[config.mk]
export PLATFORM = sky130hd
export DESIGN_NAME = i2c_bit_level_master_flat
export DESIGN_NICKNAME = d
export VERILOG_FILES = /design/src/rtl/i2cb_pkg.sv /design/src/rtl/i2cb_if.sv /design/src/rtl/i2c_bit_level_master.sv /design/src/rtl/i2cb_cfg.sv /design/src/rtl/i2cb_step.sv /design/src/flat_wrapper.sv
export VERILOG_INCLUDE_DIRS = /design/src /design/src/rtl
export SDC_FILE = /design/constraint.sdc
export NUM_CORES = 1
export LEC_CHECK = 0
export ABC_AREA = 1
export BUFFER_PORTS_ARGS = -buffer_cell sky130_fd_sc_hd__buf_2
export CAP_MARGIN = 10
export CORE_MARGIN = 2
export CORE_UTILIZATION = 45
export DETAILED_ROUTE_END_ITERATION = 8
export PLACE_DENSITY_LB_ADDON = 0.05
export SLEW_MARGIN = 20
export SYNTH_ARGS = -nofsm -noshare
export SYNTH_HDL_FRONTEND = slang
export SYNTH_SLANG_ARGS = --single-unit
export TNS_END_PERCENT = 20
[constraint.sdc]
create_clock -name clk_i -period 7 [get_ports clk_i]
set_input_delay 1.05 -clock clk_i [delete_from_list [all_inputs] [get_ports clk_i]]
set_output_delay 1.05 -clock clk_i [all_outputs]
set_load 0.01 [all_outputs]
[src/rtl/i2c_bit_level_master_assert.svh]
// Assertion macros shared by the I2C bit-level master RTL.
`ifndef I2C_BIT_LEVEL_MASTER_ASSERT_SVH
`define I2C_BIT_LEVEL_MASTER_ASSERT_SVH

// Same-cycle implication, sampled on clk_i and disabled during reset.
`define I2CB_ASSERT_NOW(lbl, ante, cons, msg) \
  lbl: assert property (@(posedge clk_i) disable iff (!rst_ni) (ante) |-> (cons)) \
    else $error(msg);

// Next-cycle implication, sampled on clk_i and disabled during reset.
`define I2CB_ASSERT_NEXT(lbl, ante, cons, msg) \
  lbl: assert property (@(posedge clk_i) disable iff (!rst_ni) (ante) |=> (cons)) \
    else $error(msg);

`endif

[src/rtl/i2cb_pkg.sv]
// Types and constants of the I2C bit-level master.
package i2cb_pkg;

  // Width of the configuration register index.
  localparam int unsigned CfgIdxBits = 1;

  // Configuration register indexes.
  localparam logic [CfgIdxBits-1:0] CfgUnitTicks  = 1'b0;
  localparam logic [CfgIdxBits-1:0] CfgAckTimeout = 1'b1;

  // Command codes.
  localparam logic [2:0] CmdStart   = 3'd0;
  localparam logic [2:0] CmdStop    = 3'd1;
  localparam logic [2:0] CmdWrite   = 3'd2;
  localparam logic [2:0] CmdWaitAck = 3'd3;
  localparam logic [2:0] CmdRead    = 3'd4;

  // Delay lengths in units.
  localparam logic [2:0] UnitsOne  = 3'd1;
  localparam logic [2:0] UnitsTwo  = 3'd2;
  localparam logic [2:0] UnitsFour = 3'd4;

  // Number of data bits in a byte.
  localparam logic [3:0] BitsPerByte = 4'd8;

  // Sequencer phases, one-hot.
  typedef enum logic [13:0] {
    PH_IDLE    = 14'b00000000000001,
    PH_ST1     = 14'b00000000000010,
    PH_ST2     = 14'b00000000000100,
    PH_SP1     = 14'b00000000001000,
    PH_SP2     = 14'b00000000010000,
    PH_WA1     = 14'b00000000100000,
    PH_WA2     = 14'b00000001000000,
    PH_WB_HI   = 14'b00000010000000,
    PH_WB_LO   = 14'b00000100000000,
    PH_WB_NEXT = 14'b00001000000000,
    PH_RB_HI   = 14'b00010000000000,
    PH_RB_NEXT = 14'b00100000000000,
    PH_RA_HI   = 14'b01000000000000,
    PH_RA_LO   = 14'b10000000000000
  } phase_e;

  // One input item: one tick of the sequencer.
  typedef struct packed {
    logic       cmd_valid;
    logic [2:0] cmd;
    logic [7:0] tx_byte;
    logic       send_ack;
    logic       sda_in;
  } item_t;

  // One result item.
  typedef struct packed {
    logic       scl_level;
    logic       sda_level;
    logic       sda_drive;
    logic       busy_res;
    logic       done_res;
    logic [7:0] rx_byte;
    logic       ack_failed;
  } res_t;

  // Configuration register contents.
  typedef struct packed {
    logic [15:0] unit_ticks;
    logic [15:0] ack_timeout;
  } cfg_t;

  // Sequencer state carried from tick to tick.
  typedef struct packed {
    phase_e      phase;
    logic [3:0]  bit_count;
    logic [7:0]  shift;
    logic [15:0] delay_count;
    logic [15:0] wait_count;
    logic [2:0]  units_left;
    logic        scl;
    logic        sda;
    logic        sda_oe;
    logic [7:0]  rx;
    logic        ack_fail;
    logic        ack_choice;
  } state_t;

  // State after reset: bus idle with both lines driven high.
  localparam state_t StateReset = '{
    phase:       PH_IDLE,
    bit_count:   4'd0,
    shift:       8'd0,
    delay_count: 16'd0,
    wait_count:  16'd0,
    units_left:  3'd0,
    scl:         1'b1,
    sda:         1'b1,
    sda_oe:      1'b1,
    rx:          8'd0,
    ack_fail:    1'b0,
    ack_choice:  1'b0
  };

  // Configuration values after reset.
  localparam cfg_t CfgReset = '{unit_ticks: 16'd100, ack_timeout: 16'd250};

endpackage

[src/rtl/i2cb_if.sv]
// Valid/ready channel interfaces of the I2C bit-level master.

// Input item channel.
interface i2cb_item_if import i2cb_pkg::*; ();
  logic  valid;
  logic  ready;
  item_t data;

  modport source (output valid, output data, input ready);
  modport sink (input valid, input data, output ready);
endinterface

// Result item channel.
interface i2cb_res_if import i2cb_pkg::*; ();
  logic valid;
  logic ready;
  res_t data;

  modport source (output valid, output data, input ready);
  modport sink (input valid, input data, output ready);
endinterface

// Configuration write channel.
interface i2cb_cfg_if import i2cb_pkg::*; ();
  logic                  valid;
  logic                  ready;
  logic [CfgIdxBits-1:0] index;
  logic [15:0]           wdata;

  modport source (output valid, output index, output wdata, input ready);
  modport sink (input valid, input index, input wdata, output ready);
endinterface

[src/rtl/i2c_bit_level_master.sv]
// Top level of the I2C bit-level master pin sequencer.
//
//   channel   direction  payload                                   transfer when
//   item_i    in         cmd_valid, cmd, tx_byte, send_ack, sda_in  valid & ready
//   res_o     out        scl/sda levels, drive, busy, done, rx, ack  valid & ready
//   cfg_i     in         index, wdata (unit_ticks, ack_timeout)      valid & ready
//
// One item is taken per cycle when the result side does not stall. An item is held
// in the input register, passes through one next-state pass of i2cb_step and
// lands in the result register, from which its result is offered.
// Reset leaves the sequencer idle with SCL and SDA driven high; there is no
// clearing pass. A stalled result holds the input register, and the input
// side keeps taking items as long as the input register can move on.
`include "i2c_bit_level_master_assert.svh"

module i2c_bit_level_master import i2cb_pkg::*; (
  input  logic        clk_i,
  input  logic        rst_ni,
  i2cb_item_if.sink   item_i,
  i2cb_res_if.source  res_o,
  i2cb_cfg_if.sink    cfg_i
);

  cfg_t   cfg;
  state_t state_q;
  state_t state_d;
  res_t   res_d;
  res_t   res_q;
  item_t  item_q;
  logic   item_valid_q;
  logic   res_valid_q;
  logic   res_free;
  logic   advance;

  // Configuration registers.
  i2cb_cfg u_cfg (
    .clk_i  (clk_i),
    .rst_ni (rst_ni),
    .cfg_i  (cfg_i),
    .cfg_o  (cfg)
  );

  // Per-tick sequencer logic.
  i2cb_step u_step (
    .st_i   (state_q),
    .item_i (item_q),
    .cfg_i  (cfg),
    .st_o   (state_d),
    .res_o  (res_d)
  );

  // Handshake: the held item advances whenever the result register is free.
  assign res_free     = !res_valid_q || res_o.ready;
  assign advance      = item_valid_q && res_free;
  assign item_i.ready = !item_valid_q || res_free;

  // Input register.
  always_ff @(posedge clk_i or negedge rst_ni) begin
    if (!rst_ni) begin
      item_valid_q <= 1'b0;
    end else if (item_i.ready) begin
      item_valid_q <= item_i.valid;
    end
  end

  always_ff @(posedge clk_i) begin
    if (item_i.valid && item_i.ready) begin
      item_q <= item_i.data;
    end
  end

  // Sequencer state moves only when an item is processed.
  always_ff @(posedge clk_i or negedge rst_ni) begin
    if (!rst_ni) begin
      state_q <= StateReset;
    end else if (advance) begin
      state_q <= state_d;
    end
  end

  // Result register.
  always_ff @(posedge clk_i or negedge rst_ni) begin
    if (!rst_ni) begin
      res_valid_q <= 1'b0;
    end else if (advance) begin
      res_valid_q <= 1'b1;
    end else if (res_o.ready) begin
      res_valid_q <= 1'b0;
    end
  end

  always_ff @(posedge clk_i) begin
    if (advance) begin
      res_q <= res_d;
    end
  end

  assign res_o.valid = res_valid_q;
  assign res_o.data  = res_q;

  // Checks on the sequencer.
  `I2CB_ASSERT_NOW(a_done_not_busy, res_valid_q && res_q.done_res,
                   !res_q.busy_res, "done result still busy")
  `I2CB_ASSERT_NEXT(a_state_hold, !advance, $stable(state_q),
                    "state changed without an item")
  `I2CB_ASSERT_NOW(a_idle_clean, state_q.phase == PH_IDLE,
                   (state_q.units_left == 3'd0) && (state_q.delay_count == 16'd0),
                   "idle with a pending delay")
  `I2CB_ASSERT_NOW(a_units_range, 1'b1, state_q.units_left <= UnitsFour,
                   "delay length out of range")

endmodule

[src/rtl/i2cb_cfg.sv]
// Configuration registers of the I2C bit-level master.
module i2cb_cfg import i2cb_pkg::*; (
  input  logic        clk_i,
  input  logic        rst_ni,
  i2cb_cfg_if.sink    cfg_i,
  output cfg_t        cfg_o
);

  cfg_t cfg_q;

  // Writes are always taken.
  assign cfg_i.ready = 1'b1;

  // Register write on each completed transfer; unknown indexes are dropped.
  always_ff @(posedge clk_i or negedge rst_ni) begin
    if (!rst_ni) begin
      cfg_q <= CfgReset;
    end else if (cfg_i.valid) begin
      case (cfg_i.index)
        CfgUnitTicks:  cfg_q.unit_ticks  <= cfg_i.wdata;
        CfgAckTimeout: cfg_q.ack_timeout <= cfg_i.wdata;
        default: ;
      endcase
    end
  end

  assign cfg_o = cfg_q;

endmodule

[src/rtl/i2cb_step.sv]
// Next-state and result logic of the I2C pin sequencer for one tick.
module i2cb_step import i2cb_pkg::*; (
  input  state_t st_i,
  input  item_t  item_i,
  input  cfg_t   cfg_i,
  output state_t st_o,
  output res_t   res_o
);

  state_t      nxt;
  logic        done;
  logic        act;
  logic [15:0] unit;
  logic [3:0]  bit_inc;

  // A unit length of zero counts as one tick.
  assign unit    = (cfg_i.unit_ticks == 16'd0) ? 16'd1 : cfg_i.unit_ticks;
  assign bit_inc = st_i.bit_count + 4'd1;

  always_comb begin
    nxt  = st_i;
    done = 1'b0;
    act  = 1'b0;

    if (st_i.phase == PH_IDLE) begin
      // Idle: take a command; unknown codes leave the block idle.
      if (item_i.cmd_valid) begin
        case (item_i.cmd)
          CmdStart: begin
            nxt.sda_oe      = 1'b1;
            nxt.sda         = 1'b1;
            nxt.scl         = 1'b1;
            nxt.units_left  = UnitsFour;
            nxt.delay_count = 16'd0;
            nxt.phase       = PH_ST1;
          end
          CmdStop: begin
            nxt.sda_oe      = 1'b1;
            nxt.scl         = 1'b0;
            nxt.sda         = 1'b0;
            nxt.units_left  = UnitsFour;
            nxt.delay_count = 16'd0;
            nxt.phase       = PH_SP1;
          end
          CmdWrite: begin
            nxt.sda_oe      = 1'b1;
            nxt.scl         = 1'b0;
            nxt.bit_count   = 4'd0;
            nxt.sda         = item_i.tx_byte[7];
            nxt.shift       = {item_i.tx_byte[6:0], 1'b0};
            nxt.units_left  = UnitsTwo;
            nxt.delay_count = 16'd0;
            nxt.phase       = PH_WB_HI;
          end
          CmdWaitAck: begin
            nxt.sda_oe      = 1'b0;
            nxt.sda         = 1'b1;
            nxt.wait_count  = 16'd0;
            nxt.units_left  = UnitsOne;
            nxt.delay_count = 16'd0;
            nxt.phase       = PH_WA1;
          end
          CmdRead: begin
            nxt.sda_oe      = 1'b0;
            nxt.scl         = 1'b0;
            nxt.bit_count   = 4'd0;
            nxt.shift       = 8'd0;
            nxt.ack_choice  = item_i.send_ack;
            nxt.units_left  = UnitsTwo;
            nxt.delay_count = 16'd0;
            nxt.phase       = PH_RB_HI;
          end
          default: ;
        endcase
      end
    end else begin
      // Count down the pending delay; the phase action runs as it ends.
      act = 1'b1;
      if (st_i.units_left != 3'd0) begin
        act = 1'b0;
        if (({1'b0, st_i.delay_count} + 17'd1) >= {1'b0, unit}) begin
          nxt.delay_count = 16'd0;
          nxt.units_left  = st_i.units_left - 3'd1;
          act             = (st_i.units_left == 3'd1);
        end else begin
          nxt.delay_count = st_i.delay_count + 16'd1;
        end
      end

      // Phase action.
      if (act) begin
        case (st_i.phase)
          PH_ST1: begin
            nxt.sda         = 1'b0;
            nxt.units_left  = UnitsFour;
            nxt.delay_count = 16'd0;
            nxt.phase       = PH_ST2;
          end
          PH_ST2: begin
            nxt.scl = 1'b0;
            done    = 1'b1;
          end
          PH_SP1: begin
            nxt.scl         = 1'b1;
            nxt.sda         = 1'b1;
            nxt.units_left  = UnitsFour;
            nxt.delay_count = 16'd0;
            nxt.phase       = PH_SP2;
          end
          PH_SP2: done = 1'b1;
          PH_WA1: begin
            nxt.scl         = 1'b1;
            nxt.units_left  = UnitsOne;
            nxt.delay_count = 16'd0;
            nxt.phase       = PH_WA2;
          end
          PH_WA2: begin
            // Poll SDA every tick; a timeout runs a stop sequence.
            if (!item_i.sda_in) begin
              nxt.scl      = 1'b0;
              nxt.ack_fail = 1'b0;
              done         = 1'b1;
            end else if (st_i.wait_count >= cfg_i.ack_timeout) begin
              nxt.ack_fail    = 1'b1;
              nxt.sda_oe      = 1'b1;
              nxt.scl         = 1'b0;
              nxt.sda         = 1'b0;
              nxt.units_left  = UnitsFour;
              nxt.delay_count = 16'd0;
              nxt.phase       = PH_SP1;
            end else begin
              nxt.wait_count = st_i.wait_count + 16'd1;
            end
          end
          PH_WB_HI: begin
            nxt.scl         = 1'b1;
            nxt.units_left  = UnitsTwo;
            nxt.delay_count = 16'd0;
            nxt.phase       = PH_WB_LO;
          end
          PH_WB_LO: begin
            nxt.scl         = 1'b0;
            nxt.units_left  = UnitsTwo;
            nxt.delay_count = 16'd0;
            nxt.phase       = PH_WB_NEXT;
          end
          PH_WB_NEXT: begin
            nxt.bit_count = bit_inc;
            if (bit_inc >= BitsPerByte) begin
              done = 1'b1;
            end else begin
              nxt.sda         = st_i.shift[7];
              nxt.shift       = {st_i.shift[6:0], 1'b0};
              nxt.units_left  = UnitsTwo;
              nxt.delay_count = 16'd0;
              nxt.phase       = PH_WB_HI;
            end
          end
          PH_RB_HI: begin
            nxt.scl         = 1'b1;
            nxt.shift       = {st_i.shift[6:0], item_i.sda_in};
            nxt.units_left  = UnitsOne;
            nxt.delay_count = 16'd0;
            nxt.phase       = PH_RB_NEXT;
          end
          PH_RB_NEXT: begin
            nxt.bit_count   = bit_inc;
            nxt.scl         = 1'b0;
            nxt.units_left  = UnitsTwo;
            nxt.delay_count = 16'd0;
            if (bit_inc >= BitsPerByte) begin
              // Byte complete: drive the acknowledge bit.
              nxt.rx     = st_i.shift;
              nxt.sda_oe = 1'b1;
              nxt.sda    = !st_i.ack_choice;
              nxt.phase  = PH_RA_HI;
            end else begin
              nxt.phase  = PH_RB_HI;
            end
          end
          PH_RA_HI: begin
            nxt.scl         = 1'b1;
            nxt.units_left  = UnitsTwo;
            nxt.delay_count = 16'd0;
            nxt.phase       = PH_RA_LO;
          end
          PH_RA_LO: begin
            nxt.scl = 1'b0;
            done    = 1'b1;
          end
          default: done = 1'b1;
        endcase
      end

      // Sequence finished: back to idle.
      if (done) begin
        nxt.phase       = PH_IDLE;
        nxt.units_left  = 3'd0;
        nxt.delay_count = 16'd0;
      end
    end
  end

  assign st_o = nxt;

  // The result shows pins and status after this tick's update.
  assign res_o = '{
    scl_level:  nxt.scl,
    sda_level:  nxt.sda,
    sda_drive:  nxt.sda_oe,
    busy_res:   (nxt.phase != PH_IDLE),
    done_res:   done,
    rx_byte:    nxt.rx,
    ack_failed: nxt.ack_fail
  };

endmodule

[src/flat_wrapper.sv]
// flat-port wrapper written by rule: the top's interface ports become plain ports
module i2c_bit_level_master_flat import i2cb_pkg::*;
  (clk_i, rst_ni, item_i_valid, item_i_data, item_i_ready, res_o_valid, res_o_data, res_o_ready, cfg_i_valid, cfg_i_index, cfg_i_wdata, cfg_i_ready);
  i2cb_item_if item_i_i ();
  i2cb_res_if res_o_i ();
  i2cb_cfg_if cfg_i_i ();
  input  logic clk_i;
  input  logic rst_ni;
  input wire logic [$bits(item_i_i.valid)-1:0] item_i_valid;
  input wire logic [$bits(item_i_i.data)-1:0] item_i_data;
  output wire logic [$bits(item_i_i.ready)-1:0] item_i_ready;
  output wire logic [$bits(res_o_i.valid)-1:0] res_o_valid;
  output wire logic [$bits(res_o_i.data)-1:0] res_o_data;
  input wire logic [$bits(res_o_i.ready)-1:0] res_o_ready;
  input wire logic [$bits(cfg_i_i.valid)-1:0] cfg_i_valid;
  input wire logic [$bits(cfg_i_i.index)-1:0] cfg_i_index;
  input wire logic [$bits(cfg_i_i.wdata)-1:0] cfg_i_wdata;
  output wire logic [$bits(cfg_i_i.ready)-1:0] cfg_i_ready;
  assign item_i_i.valid = item_i_valid;
  assign item_i_i.data = item_i_data;
  assign item_i_ready = item_i_i.ready;
  assign res_o_valid = res_o_i.valid;
  assign res_o_data = res_o_i.data;
  assign res_o_i.ready = res_o_ready;
  assign cfg_i_i.valid = cfg_i_valid;
  assign cfg_i_i.index = cfg_i_index;
  assign cfg_i_i.wdata = cfg_i_wdata;
  assign cfg_i_ready = cfg_i_i.ready;
  i2c_bit_level_master u_core (.clk_i(clk_i), .rst_ni(rst_ni), .item_i(item_i_i), .res_o(res_o_i), .cfg_i(cfg_i_i));
endmodule
Word-level counts from Yosys, hierarchy flattened --
Cells that the tools add are included.
Word-level totals: bits in read-only memories 0, input port bits 36, bits in latches 0, RAM bits 0, output and inout bits 17, bits in registers 136, memories 0
Cells by class: add/subtract/negate cells 5, muxes and demuxes 58, multiply operators 0, shift-type cells 0, divide/modulo/power cells 0, reductions and logical operators 38, bitwise logic cells 1, eq/ne operators 26, magnitude comparators 3
Operators by type and width (number):
- $mux W16 | 9
- $pmux W14 S10 | 1
- $mux W64 | 2
- $mux W73 | 1
- $pmux W14 S5 | 1
- $mux W14 | 4
- $pmux W16 S3 | 1
- $mux W35 | 1
- $add A16 B1 Y16 const B | 2
- $mux W24 | 1
- $pmux W12 S2 | 1
- $add A16 B1 Y17 const B | 1
- $ge A17 B16 Y1 | 1
- $ge A16 B16 Y1 | 1
- $logic_not A16 Y1 | 1
- $pmux W8 S2 | 1
- $mux W3 | 5
- $pmux W3 S5 | 1
- $eq A14 B1 Y1 const B | 1
- $eq A14 B10 Y1 const B | 1
- $eq A14 B11 Y1 const B | 1
- $eq A14 B12 Y1 const B | 1
- $eq A14 B13 Y1 const B | 1
- $eq A14 B14 Y1 const B | 1
- other kinds (49) | 90

Longest topological paths before layout --
depth in word-level cells 13, depth in mapped cells 27, gate-level depth less buffers 27

Modules after synthesis --
A second synthesis with hierarchy kept.
Unflattened totals: cells, all modules 1543, area, all modules 10436.3 um2
Modules (own cells, without submodules):
- i2cb_step | area each 5237.5 um2, instances 1, cells each 1042, seq. area each 0.0 um2
- i2c_bit_level_master | area each 3856.2 um2, instances 1, cells each 359, seq. area each 2747.6 um2
- i2cb_cfg | area each 1342.5 um2, instances 1, cells each 142, seq. area each 812.0 um2

Worst setup path after synthesis --
Ideal clock, no wire load.
kind reg-to-reg, start register u_core.state_q[32] (netlist name), end register u_core.res_q (netlist bit u_core.res_o.data[10]), data pin, path slack 3.822 ns, cell stages (with the launch flop) 23, data arrival time 2.923 ns, path through dfrtp_1 nand3_1 nor2_1 nand2_1 nor3_1 nand3_1 xor2_1 ha_1 nand2_1 inv_1 nand2_1 nand2_1 nand2_1 nand3_1 nor2_1 nand2_4 nand2_4 nand2_8 buf_2 o211ai_1 nand3_1 nor2_1 nand2_1
RTL lines:
- from (decl) | RTL line i2c_bit_level_master.sv:25 | state_t state_q;
- from (signal assigned) | RTL line i2c_bit_level_master.sv:75 | state_q <= StateReset;
- from (signal assigned) | RTL line i2c_bit_level_master.sv:77 | state_q <= state_d;
- to (signal assigned) | RTL line i2c_bit_level_master.sv:94 | res_q <= res_d;
- to (decl) | RTL line i2c_bit_level_master.sv:28 | res_t res_q;

Worst setup path in the final report --
start register u_core.state_q[32] (netlist name), end register u_core.state_q[24] (netlist name)
On the way: longest elaborated chain between the ends 7
RTL lines:
- $add A16 B1 Y17 | RTL line i2cb_step.sv:81 | if (({1'b0, st_i.delay_count} + 17'd1) >= {1'b0, unit}) begin
- $ge A17 B16 Y1 | RTL line i2cb_step.sv:81
- $mux W1 | RTL line i2cb_step.sv:81
- $mux W1 | RTL line i2cb_step.sv:79 | if (st_i.units_left != 3'd0) begin
- $mux W1 | RTL line i2cb_step.sv:25 | if (st_i.phase == PH_IDLE) begin
- $reduce_bool A2 Y1 (no source line)
- $reduce_and A7 Y1 (no source line)
Every way passes these cells. The select of a mux whose other input is x is not followed. A chain may end at the register's enable or synchronous reset.

==> summary.md <==
| Metric | Value |
|---|---|
| Initial core utilization | `46.15%` |
| CP Data Arrival Time | `4.46 ns` |
| Worst ir drop on vdd | `0.1775 mV` |
| Area grow syn2layout | `12.12%` |
| Horizontal die dimension | `143.0 µm` |
| Initial antenna violation count | `0` |
| CP startpoint kind | `register` |
| Worst setup path category | `register to register` |
| Final hold slack | `0.4795 ns` |
| Total wirelength of the detailed-routed design | `22000 µm` |
| Hold crit path type | `register to register` |
| Max-Cap Viols | `0` |
| GRT Residual Overflow | `0` |
| DRC violations left | `0` |
| Area fraction in compound gates after synthesis | `12.54%` |
| Layout cell share with drive strength beyond 1 | `13.46%` |
| Number of nets in the synthesized netlist | `1233` |
| P_leak | `4.918 nW` |
| Max-Slew Margin vs Limit | `39.91%` |
| Synth Area in XOR/XNOR | `2.116%` |
| Most frequently used flop master after synthesis | `sky130_fd_sc_hd__dfrtp_1` |
| First-pass GRT wire length | `37000 µm` |
| Synth Area in Adders | `5.471%` |
| Total of fill cells in the finished design | `1896` |
| Placed cell count | `1446` |
| Pwr Total | `0.003472 W` |
| Startpoint of the most critical register-to-register path | `u_core.state_q[32]` |
| Vias after detailed routing | `7564` |
| Number of failing setup endpoints in the final timing report | `0` |
| Syn Std Cell Area | `8691 µm²` |
| Share of cell area taken by muxes after synthesis | `0.1296%` |
| Shortest period the worst path allows | `4.147 ns` |
| FP Rows | `50` |
| Remaining number of nets flagged by the antenna check after routing | `0` |
| Max-slew violation count | `0` |
| Run status | `complete, no violations` |
| Iteration-0 DRC count of the detailed router | `489` |
| RSZ-0062 raised after global routing | `false` |
| Gpl congestion | `0.8619` |
| Count of synthesis-stage warnings from yosys | `0` |
| Number of clock sinks | `136` |
| Sum of net half-perimeters after detailed placement | `16090 µm` |
| Synthesized flop and latch total | `136` |
| Post-CTS resize count | `0` |
| Maximum level of the CTS H-tree | `4` |
| GRT Overall Usage | `23.04%` |
| Pin count of the biggest net entering global routing | `68` |
| Register Area | `3560 µm²` |
| Critical path capture point type | `register` |
| Core footprint | `18830 µm²` |
| Count of input and output buffers | `51` |
| Hold path startpoint | `u_core.state_q[5]` |
| Async set or reset register ratio after synthesis | `79.41%` |
| Worst-path fanout max | `19` |
| Average wire per cell in the routed design | `14.89 µm` |
| Worst Setup Slack, final | `2.853 ns` |
| Quantity of hold-fixing buffers added after cts | `0` |
| Detailed Routing Iterations Pass 1 | `5` |
| Die boundary height | `143.0 µm` |
| Number of inserted diodes | `0` |
| Count of unique library cells instantiated by Yosys | `60` |
| CTS max path bufs | `2` |
| Total count of hold-check failures in the final report | `0` |
| Detailed-route vias per instance | `5.118` |
| Post-synthesis cell count | `1159` |
| CTS clock-pin slew for the worst setup and hold paths | `0.07 ns` |
| Setup tns final | `0 ns` |
| # Post-CTS Setup Buffers | `0` |
| Count of flip-flops with a built-in enable after synthesis | `28` |
| Sequential-to-total area share from yosys stat | `40.96%` |
| Simple logic cell fraction of the synthesized area | `29.34%` |
| Clock tree from TritonCTS | `built` |
| Clk_skew | `0.009310 ns` |
| Part of the cycle the worst path needs | `59.24%` |
| Main combinational cell family by area after synthesis | `simple AND/OR/NAND/NOR gates` |
| Launch point of the worst path | `u_core.state_q[32]` |
| Final Net Count | `1279` |
| Avg Cell Area, Syn | `7.499 µm²` |
| Post-Layout Cell Count | `1478` |
| Number of primary I/O pins | `53` |
| Buffer cell driving the clock tree root | `sky130_fd_sc_hd__clkbuf_16` |
| Clock network latency to the later pin of the worst-skew pair | `0.43 ns` |
| Die Outline Area | `20440 µm²` |
| WP data required | `7.31 ns` |
| Clock buffer count from CTS | `17` |
| Vias in the first global route | `7291` |
| Worst Tran Pin Value | `0.8992 ns` |
| Max frequency | `0.2411 GHz` |
| Power density cells | `356.3 nW/µm²` |
| Multi-input logic area | `4314 µm²` |
| Worst Setup Slack post-DPL | `2.867 ns` |
power by group:
| part | leakage (nW) | internal, W | switching (W) |
|---|---|---|---|
| Sequential | 1.59 | 0.000987 | 0.000142 |
| Combinational | 3.05 | 0.000453 | 0.000965 |
| Clock | 0.278 | 0.000533 | 0.000391 |
cells in the final DEF (no fill, tap or decap), types with 8 or more instances in the layout:
cell and count:
sky130_fd_sc_hd__a21oi_1 27, sky130_fd_sc_hd__o21ai_1 22, sky130_fd_sc_hd__ha_1 38, sky130_fd_sc_hd__nor2_2 8, sky130_fd_sc_hd__xor2_1 19, sky130_fd_sc_hd__nand3_1 74, sky130_fd_sc_hd__o21ai_0 101, sky130_fd_sc_hd__edfxtp_1 28
sky130_fd_sc_hd__nand4_1 17, sky130_fd_sc_hd__inv_1 159, sky130_fd_sc_hd__nor2_1 87, sky130_fd_sc_hd__nand2_1 315, sky130_fd_sc_hd__dfrtp_1 95, sky130_fd_sc_hd__nor3_1 24, sky130_fd_sc_hd__dfstp_2 13, sky130_fd_sc_hd__buf_2 50
sky130_fd_sc_hd__clkbuf_16 17, sky130_fd_sc_hd__inv_2 17
layout make-up:
cell class / instances / share of cell area (%)
Tap cell: 260 / 3.338
Inverter: 178 / 6.882
Multi-Input combinational cell: 818 / 44.27
Sequential cell: 136 / 36.53
Clock buffer: 17 / 4.366
Timing Repair Buffer: 54 / 2.876
Clock inverter: 15 / 1.733
final timing paths:
check	to	slack (ns)	cells after the start
max in group asynchronous	u_core.u_cfg.cfg_o[7]	5.12	2
max reg2reg	u_core.state_q[24]	2.85	21
min in group asynchronous	u_core.state_q[71]	0.75	1
min reg2reg	u_core.state_q[5]	0.48	2
min	u_core.state_q[5]	0.48	2
max	u_core.state_q[24]	2.85	21
logic make-up (layout without fill, tap and decap cells):
group | count (synthesis) | after routing
xor gates and xnor gates | 21 | 21
adders and majority gates | 38 | 38
DFF | 136 | 136
buffers and inverters | 205 | 264
and+or+nand+nor | 565 | 565
AOI/OAI and AO/OA | 192 | 192
other | 1 | 1
muxes | 1 | 1
critical path, cell delays in order (launching register included):
cell                      delay (ns)
sky130_fd_sc_hd__dfrtp_1        0.42
sky130_fd_sc_hd__nand3_1        0.12
sky130_fd_sc_hd__nor2_1         0.14
sky130_fd_sc_hd__nand2_1        0.11
sky130_fd_sc_hd__nor3_1         0.31
sky130_fd_sc_hd__nand3_1        0.15
sky130_fd_sc_hd__xor2_1         0.22
sky130_fd_sc_hd__ha_1           0.26
sky130_fd_sc_hd__nand2_1        0.09
sky130_fd_sc_hd__inv_1          0.04
sky130_fd_sc_hd__nand2_1        0.06
sky130_fd_sc_hd__nand2_1        0.05
sky130_fd_sc_hd__nand2_1        0.06
sky130_fd_sc_hd__nand3_1        0.09
sky130_fd_sc_hd__nor2_1         0.17
sky130_fd_sc_hd__nand2_4        0.12
sky130_fd_sc_hd__a21oi_2        0.73
sky130_fd_sc_hd__nand2_1        0.19
sky130_fd_sc_hd__nand3_2        0.33
sky130_fd_sc_hd__inv_2          0.19
sky130_fd_sc_hd__nand3_1        0.11
sky130_fd_sc_hd__o21ai_1        0.06
sequential cells by signal, summed over array words and instances (netlist names):
register	count
u_core.res_o.valid	1
u_core.item_q	14
u_core.res_o.data	14
u_core.state_q	74
u_core.item_valid_q	1
u_core.u_cfg.cfg_o	32
synthesized netlist by cell type (all sizes together) (3+ instances only):
| cell | count | area, µm² |
|---|---|---|
| nand2 | 328 | 1311 |
| inv | 177 | 666.9 |
| o21ai | 130 | 676.9 |
| nor2 | 101 | 452.9 |
| dfrtp | 95 | 2377 |
| nand3 | 76 | 390.4 |
| ha | 38 | 475.5 |
| a21oi | 29 | 152.7 |
| nor3 | 29 | 182.7 |
| edfxtp | 28 | 840.8 |
| xor2 | 19 | 166.4 |
| nand4 | 18 | 118.9 |
| buf | 14 | 97.59 |
| clkbuf | 13 | 48.80 |
| dfstp | 13 | 341.6 |
| o211ai | 7 | 52.55 |
| o22ai | 7 | 43.79 |
| nor4 | 6 | 37.54 |
| nand3b | 4 | 37.53 |
| a31oi | 3 | 18.77 |
stage by stage:
step	utilization, %	cell area, µm²
global placement	48.59	9150
floorplan	-	8691
finish	51.75	9744
detailed placement	48.59	9150
CTS	51.75	9744
global route	51.75	9744
layer usage:
layer / up-vias / wire length (µm) / track usage [%]
li1: 3869 / - / -
met1: 3497 / 10430 / 31.12
met2: 174 / 10350 / 38.13
met3: 24 / 885 / 3.856
met4: 0 / 342 / 6.670
met5: - / 0 / 0
Note: power is estimated with default switching activity, not from simulation.
